**src/sv/urc_pkg.sv**
```systemverilog
// ----------------------------------------------------------------------------
// urc_pkg
// Types and constants of the UART register capture block.
// ----------------------------------------------------------------------------
`timescale 1ns / 1ps

package urc_pkg;

   // capture buffer geometry
   localparam int CAPTURE_DEPTH = 32;
   localparam int ADDR_W        = (CAPTURE_DEPTH > 1) ? $clog2(CAPTURE_DEPTH) : 1;
   localparam int COUNT_W       = 6;

   // register emulation constants
   localparam logic [7:0] LINE_STATUS_VALUE = 8'h60;
   localparam int         DLAB_BIT          = 7;

   // register offsets
   localparam logic [2:0] OFS_DIVISOR_LOW  = 3'd0;
   localparam logic [2:0] OFS_DIVISOR_HIGH = 3'd1;
   localparam logic [2:0] OFS_LINE_CONTROL = 3'd3;
   localparam logic [2:0] OFS_LINE_STATUS  = 3'd5;

   // request commands
   typedef enum logic [1:0] {
      CMD_PORT_READ  = 2'd0,
      CMD_PORT_WRITE = 2'd1,
      CMD_PUT_BYTE   = 2'd2,
      CMD_DUMP       = 2'd3
   } command_type;

endpackage

```
**src/sv/uart_register_capture.sv**
```systemverilog
// ----------------------------------------------------------------------------
// uart_register_capture
// 16550-style register front end that captures transmitted bytes in a
// buffer memory and streams them out on a dump command.
// ----------------------------------------------------------------------------
//  channel | direction | handshake             | payload
//  req     | in        | req_valid / req_ready | command, reg_offset, write_data
//  rsp     | out       | rsp_valid / rsp_ready | read_data, captured_byte,
//          |           |                       | byte_valid, dump_count, last
//  csr     | in        | csr_valid / csr_ready | emulation_enabled
//
//  Port reads, port writes and byte puts each give one result; back-to-back
//  transactions run at one per cycle while rsp_ready stays high. A dump of
//  stored bytes primes the read register with one buffer memory read, then
//  gives one result per stored byte and ends with the count result. A dump
//  of an empty buffer answers with the count result alone.
//  Reset is synchronous; no clearing pass is needed, the fill level gates
//  every buffer read. Stalls on rsp hold the output register and pause the
//  dump walk.
// ----------------------------------------------------------------------------
`timescale 1ns / 1ps

module uart_register_capture
   import urc_pkg::*;
(
   input  logic               clock,
   input  logic               reset,
   // request channel
   input  logic               req_valid,
   output logic               req_ready,
   input  logic [1:0]         req_command,
   input  logic [2:0]         req_reg_offset,
   input  logic [7:0]         req_write_data,
   // response channel
   output logic               rsp_valid,
   input  logic               rsp_ready,
   output logic [7:0]         rsp_read_data,
   output logic [7:0]         rsp_captured_byte,
   output logic               rsp_byte_valid,
   output logic [COUNT_W-1:0] rsp_dump_count,
   output logic               rsp_last,
   // configuration channel
   input  logic               csr_valid,
   output logic               csr_ready,
   input  logic               csr_emulation_enabled
);

   typedef enum logic [1:0] {
      ST_IDLE,
      ST_DUMP,
      ST_FINAL
   } state_type;

   state_type          state_ff;
   logic               rsp_valid_ff;
   logic [7:0]         rsp_read_data_ff;
   logic [7:0]         rsp_captured_byte_ff;
   logic               rsp_byte_valid_ff;
   logic [COUNT_W-1:0] rsp_dump_count_ff;
   logic               rsp_last_ff;

   logic               enabled_ff;
   logic [7:0]         divisor_low_ff;
   logic [7:0]         divisor_high_ff;
   logic [7:0]         line_control_ff;
   logic [COUNT_W-1:0] fill_ff;
   logic [COUNT_W-1:0] dump_cnt_ff;
   logic [ADDR_W-1:0]  idx_ff;

   // capture buffer memory
   logic [7:0]         capture_mem [CAPTURE_DEPTH];
   logic [7:0]         rd_data_ff;
   logic [ADDR_W-1:0]  rd_addr_in;

   command_type        cmd;
   logic               slot_free;
   logic               req_fire;
   logic               dlab;
   logic               append_en;
   logic               is_last_byte;
   logic [7:0]         port_rdata;

   assign cmd          = command_type'(req_command);
   assign dlab         = line_control_ff[DLAB_BIT];
   assign slot_free    = !rsp_valid_ff || rsp_ready;
   assign req_ready    = (state_ff == ST_IDLE) && slot_free;
   assign req_fire     = req_valid && req_ready;
   assign csr_ready    = 1'b1;
   assign is_last_byte = (COUNT_W'(idx_ff) + COUNT_W'(1)) == dump_cnt_ff;

   // byte append while the buffer has room: direct put, or data register write outside DLAB with emulation on
   assign append_en = req_fire && (fill_ff < COUNT_W'(CAPTURE_DEPTH)) &&
                      ((cmd == CMD_PUT_BYTE) ||
                       ((cmd == CMD_PORT_WRITE) && enabled_ff && !dlab &&
                        (req_reg_offset == OFS_DIVISOR_LOW)));

   // register read mux
   always_comb begin
      unique case (req_reg_offset)
         OFS_DIVISOR_LOW:  port_rdata = dlab ? divisor_low_ff : 8'h00;
         OFS_DIVISOR_HIGH: port_rdata = dlab ? divisor_high_ff : 8'h00;
         OFS_LINE_CONTROL: port_rdata = line_control_ff;
         OFS_LINE_STATUS:  port_rdata = LINE_STATUS_VALUE;
         default:          port_rdata = 8'h00;
      endcase
   end

   // read address: advance only when the current byte moves to the output
   always_comb begin
      if ((state_ff == ST_DUMP) && slot_free && !is_last_byte) begin
         rd_addr_in = idx_ff + ADDR_W'(1);
      end else if (state_ff == ST_DUMP) begin
         rd_addr_in = idx_ff;
      end else begin
         rd_addr_in = '0;
      end
   end

   // buffer memory, one write and one registered read port
   always_ff @(posedge clock) begin
      if (append_en) begin
         capture_mem[fill_ff[ADDR_W-1:0]] <= req_write_data;
      end
      rd_data_ff <= capture_mem[rd_addr_in];
   end

   // control, register file and output register
   always_ff @(posedge clock) begin
      if (reset) begin
         state_ff        <= ST_IDLE;
         rsp_valid_ff    <= 1'b0;
         enabled_ff      <= 1'b1;
         divisor_low_ff  <= 8'h00;
         divisor_high_ff <= 8'h00;
         line_control_ff <= 8'h00;
         fill_ff         <= '0;
      end else begin
         if (csr_valid && csr_ready) begin
            enabled_ff <= csr_emulation_enabled;
         end
         if (append_en) begin
            fill_ff <= fill_ff + COUNT_W'(1);
         end

         unique case (state_ff)
            ST_IDLE: begin
               if (req_fire) begin
                  // single result with last set; a non-empty dump walks the
                  // buffer first, entry 0 is read this cycle
                  rsp_valid_ff         <= (cmd != CMD_DUMP) || (fill_ff == '0);
                  rsp_read_data_ff     <= ((cmd == CMD_PORT_READ) && enabled_ff) ?
                                          port_rdata : 8'h00;
                  rsp_captured_byte_ff <= 8'h00;
                  rsp_byte_valid_ff    <= 1'b0;
                  rsp_dump_count_ff    <= '0;
                  rsp_last_ff          <= 1'b1;
                  unique case (cmd)
                     CMD_PORT_READ: begin
                        // read data selected above
                     end
                     CMD_PORT_WRITE: begin
                        if (enabled_ff) begin
                           if (req_reg_offset == OFS_DIVISOR_LOW && dlab) begin
                              divisor_low_ff <= req_write_data;
                           end
                           if (req_reg_offset == OFS_DIVISOR_HIGH && dlab) begin
                              divisor_high_ff <= req_write_data;
                           end
                           if (req_reg_offset == OFS_LINE_CONTROL) begin
                              line_control_ff <= req_write_data;
                           end
                        end
                     end
                     CMD_PUT_BYTE: begin
                        // handled by the append path
                     end
                     CMD_DUMP: begin
                        fill_ff <= '0;
                        if (fill_ff != '0) begin
                           dump_cnt_ff <= fill_ff;
                           idx_ff      <= '0;
                           state_ff    <= ST_DUMP;
                        end
                     end
                     default: begin
                     end
                  endcase
               end else if (rsp_valid_ff && rsp_ready) begin
                  rsp_valid_ff <= 1'b0;
               end
            end
            ST_DUMP: begin
               if (slot_free) begin
                  rsp_valid_ff         <= 1'b1;
                  rsp_read_data_ff     <= 8'h00;
                  rsp_captured_byte_ff <= rd_data_ff;
                  rsp_byte_valid_ff    <= 1'b1;
                  rsp_dump_count_ff    <= '0;
                  rsp_last_ff          <= 1'b0;
                  idx_ff               <= idx_ff + ADDR_W'(1);
                  if (is_last_byte) begin
                     state_ff <= ST_FINAL;
                  end
               end
            end
            ST_FINAL: begin
               if (slot_free) begin
                  rsp_valid_ff         <= 1'b1;
                  rsp_read_data_ff     <= 8'h00;
                  rsp_captured_byte_ff <= 8'h00;
                  rsp_byte_valid_ff    <= 1'b0;
                  rsp_dump_count_ff    <= dump_cnt_ff;
                  rsp_last_ff          <= 1'b1;
                  state_ff             <= ST_IDLE;
               end
            end
            default: begin
               state_ff <= ST_IDLE;
            end
         endcase
      end
   end

   assign rsp_valid         = rsp_valid_ff;
   assign rsp_read_data     = rsp_read_data_ff;
   assign rsp_captured_byte = rsp_captured_byte_ff;
   assign rsp_byte_valid    = rsp_byte_valid_ff;
   assign rsp_dump_count    = rsp_dump_count_ff;
   assign rsp_last          = rsp_last_ff;

endmodule

```
**config.mk**
```make
export PLATFORM = sky130hd
export DESIGN_NAME = uart_register_capture
export DESIGN_NICKNAME = d
export VERILOG_FILES = /design/src/sv/urc_pkg.sv /design/src/sv/uart_register_capture.sv
export SDC_FILE = /design/constraint.sdc
export NUM_CORES = 1
export LEC_CHECK = 0
export BUFFER_PORTS_ARGS = -buffer_cell sky130_fd_sc_hd__buf_4
export CAP_MARGIN = 0
export CORE_MARGIN = 2
export CORE_UTILIZATION = 65
export CTS_CLUSTER_DIAMETER = 100
export DETAILED_ROUTE_END_ITERATION = 10
export HOLD_SLACK_MARGIN = 0.05
export PLACE_DENSITY = 0.83
export SLEW_MARGIN = 20
export SYNTH_ARGS = -nofsm -noshare
export SYNTH_HDL_FRONTEND = slang
export SYNTH_SLANG_ARGS = --single-unit
```
**constraint.sdc**
```tcl
create_clock -name clock -period 8.5 [get_ports clock]
set_input_delay 0.425 -clock clock [delete_from_list [all_inputs] [get_ports clock]]
set_output_delay 0.425 -clock clock [all_outputs]
set_load 0.05 [all_outputs]
```
==> flow_summary.toml <==
[critical_path]
worst-path-buf-inv = 1
crit_chain = "ha_1, xnor3_1, nand3_2, nor4b_4, mux2_2, nand2_2, buf_4, nand3_1, o22ai_1, a31oi_1, a32oi_1"
critPathRequiredTime_ns = 8.91
end_kind = "flop"
slowest_stage = "buf_4"
crit_family = "simple AND/OR/NAND/NOR gates"
arrival_ns = 4.93
start_kind = "flop"
r2r_setup_slack_ns = 3.98
critPathKind = "flop to flop"
slowest_delay_ns = 0.72
crit_fanout = 86

[placed_design]
port_buffers = 44
dp.cells = 1316
dp_hpwl_um = 19300
placed_cell_area_mm2 = 0.0143
pre_cts_ws_ns = 4.09
globalplace.congestion = 0.894

[final_layout]
nets = 1105
fin_cells = 1377
diodes = 0
drive_gt1_share_pct = 11.5
fin_area_mm2 = 0.0154
fillers = 1303
area_growth_pct = 11.0

[drt]
antenna_left = 0
wirelength_um = 31900
wl_per_cell_um = 23.2
dr.pass1.iters = 7
vias = 8812
drc = 0
dr.first_iter.drc_count = 1039
vias_per_cell = 6.40

[sta]
rsz0062_at_grt = "no"
min_period_ns = 4.52
finalCritPeriodShare_pct = 53.2
finalHoldViolCount = 0
drv_slew = 0
relSlewSlack_pct = 25.3
timing.final.ws_setup_ns = 3.98
tns_ns = 0
tightest_slew_ns = 1.11
max_freq_mhz = 221
setup_viol = 0
fin_worst_skew_ns = 0.0223

[floorplan]
coreArea_mm2 = 0.0210
dieArea_mm2 = 0.0226
start_util_pct = 66.1
die_w_um = 150
io_pins = 46
die_y_um = 150
row_count = 53

[clock_network]
clk_pin_slew_ns = 0.06
cts_tree = "built"
h-tree-depth = 2
cts_buffers = 34
post_cts_buffers = 0
clock_path_buffers = 3
ctsHoldBuffers = 0
cts.sinks = 333
cts-resized-gates = 0
root_buffer = "clkbuf_16"
worstSkewPairLatency_ns = 0.51

[logic_synthesis]
ys_types = 63
synth_async_sr_flop_share_pct = 0
synth_warnings = 0
syn-num-nets = 1080
syn_area_per_cell_um2 = 13.2
yosysSeqAreaShare_pct = 69.0
yosys_most_used_dff = "edfxtp_1"
netlist_instances = 1052
synth-edff-count = 291
synth_area_mm2 = 0.0139
synth-seq-cells = 333

[global_route]
grtUsageTotal_pct = 28.9
antenna_found_initial = 0
grt_pass1_vias = 8646
grt_pass1_wl_um = 49100
grt_overflow = 0
grt_max_degree = 87

[power]
leakage_nw = 5.15
peakVddDrop_mv = 0.197
powerDensity_mw_per_mm2 = 221

[job]
cap_violations = 0

[hold_path]
hold_class = "input pin to flop"

[run_status]
status = "finished, final reports clean"
## cell usage after synthesis (2+ instances only)
master | n | share of area, %
edfxtp_1 | 291 | 63
nand2_1 | 154 | 4.2
nor2_1 | 90 | 2.4
mux2i_1 | 86 | 6.2
nand3_1 | 65 | 2.3
o21ai_0 | 43 | 1.5
dfxtp_1 | 42 | 6.1
clkbuf_1 | 26 | 0.70
buf_2 | 23 | 0.83
a32oi_1 | 20 | 1.3
nand4_1 | 20 | 0.90
a22oi_1 | 18 | 0.97
and2_1 | 18 | 0.81
a21oi_1 | 14 | 0.50
nor3_1 | 10 | 0.36
a31oi_1 | 9 | 0.41
ha_1 | 9 | 0.81
inv_1 | 9 | 0.24
o22ai_1 | 9 | 0.41
xor2_1 | 8 | 0.50
a211oi_1 | 7 | 0.38
buf_6 | 6 | 0.49
mux2_2 | 6 | 0.49
nor2b_1 | 6 | 0.27
xnor2_1 | 6 | 0.38
buf_4 | 4 | 0.22
nand2b_1 | 4 | 0.18
nor4_1 | 3 | 0.14
or3b_2 | 3 | 0.19
a21boi_0 | 2 | 0.11
a311oi_1 | 2 | 0.13
a31o_2 | 2 | 0.13
buf_1 | 2 | 0.054
nand3_2 | 2 | 0.14
nand3b_1 | 2 | 0.11
nor2_2 | 2 | 0.090
o211ai_1 | 2 | 0.11
o22a_1 | 2 | 0.13
## sequential cells by signal, indices dropped and copies added, names as in the netlist, 2 cells and up
register           count
idx_ff                 5
rsp_captured_byte      8
line_control_ff        8
state_ff               2
fill_ff                6
rsp_read_data          8
capture_mem          256
divisor_low_ff         8
rd_data_ff             8
dump_cnt_ff            6
divisor_high_ff        8
rsp_dump_count         6
## area by class of cell
cell class	instances	area [um^2]	share of cell area, %
sequential	333	9580	62.1
multi-input combinational	647	3970	25.7
clock buffer	47	973	6.31
clock inverter	14	139	0.901
inverter	10	37.5	0.243
tap	275	344	2.23
timing repair buffer	51	383	2.48
## per-stage QoR
stage / total power [mW] / hold WS, ns / utilization, %
floorplan: 1.89 / 0.420 / -
global placement: 1.94 / 0.467 / 68.0
detailed placement: 1.94 / 0.480 / 68.0
CTS: 3.41 / 0.122 / 73.3
global route: 3.48 / 0.118 / 73.4
finish: 3.41 / 0.124 / 73.4
## cell usage in the layout (no fill, tap or decap), types with 3 or more instances in the layout
| cell type | count |
|---|---|
| clkbuf_16 | 37 |
| nor3_1 | 10 |
| dfxtp_1 | 42 |
| a32oi_1 | 20 |
| nand4_1 | 20 |
| nor2_1 | 90 |
| a21oi_1 | 14 |
| ha_1 | 9 |
| clkbuf_1 | 9 |
| or3b_2 | 3 |
| o21ai_0 | 43 |
| clkinv_1 | 7 |
| edfxtp_1 | 291 |
| clkinv_2 | 4 |
| a31oi_1 | 9 |
| o22ai_1 | 9 |
| nand3_1 | 65 |
| xor2_1 | 8 |
| nand2b_1 | 4 |
| nor2b_1 | 6 |
| and2_1 | 16 |
| a211oi_2 | 3 |
| bufinv_16 | 3 |
| a211oi_1 | 5 |
| mux2i_1 | 86 |
| nand2_1 | 153 |
| mux2_2 | 6 |
| buf_4 | 51 |
| xnor2_1 | 6 |
| inv_1 | 9 |
| a22oi_1 | 18 |
## per-layer routing
metal	GRT usage (%)	up-vias	part of all wire [%]
met5	0	-	0
met4	10.3	0	3.1
met3	4.76	88	8.4
met2	47.7	484	49
met1	39.6	4277	40
li1	-	3963	-
## worst reg2reg max path: stages, from the launching register on
cell and delay, ns:
edfxtp_1 0.57, ha_1 0.34, xnor3_1 0.41, nand3_2 0.08, nor4b_4 0.62, mux2_2 0.42
nand2_2 0.05, buf_4 0.72, nand3_1 0.49, o22ai_1 0.23, a31oi_1 0.15, a32oi_1 0.33
## report_power, final
group          switching (mW)  leakage, nW  internal [mW]
registers             0.00419         2.99           1.78
clock network           0.606        0.546          0.893
logic                  0.0908         1.62         0.0325
## worst paths after layout
check	from	end	cells after the start
setup / recovery	idx_ff[0]$_SDFFCE_PN0P_	rd_data_ff[3]$_DFF_P_	11
hold reg to reg	divisor_high_ff[2]$_SDFFE_PP0P_	divisor_high_ff[2]$_SDFFE_PP0P_	2
hold / removal	csr_emulation_enabled	enabled_ff$_SDFFE_PP1P_	2
setup reg to reg	idx_ff[0]$_SDFFCE_PN0P_	rd_data_ff[3]$_DFF_P_	11
## cells by family after synthesis
logic type	count (synthesis)	share of synthesized area, %
AOI/OAI and AO/OA	141	6.81
adders and majority gates	9	0.811
xor gates and xnor gates	16	1.24
and+or+nand+nor	388	12.8
other	1	0.0270
muxes	92	6.68
DFF	333	69.0
buffers and inverters	72	2.67
Power figures use the tool's default switching activity.
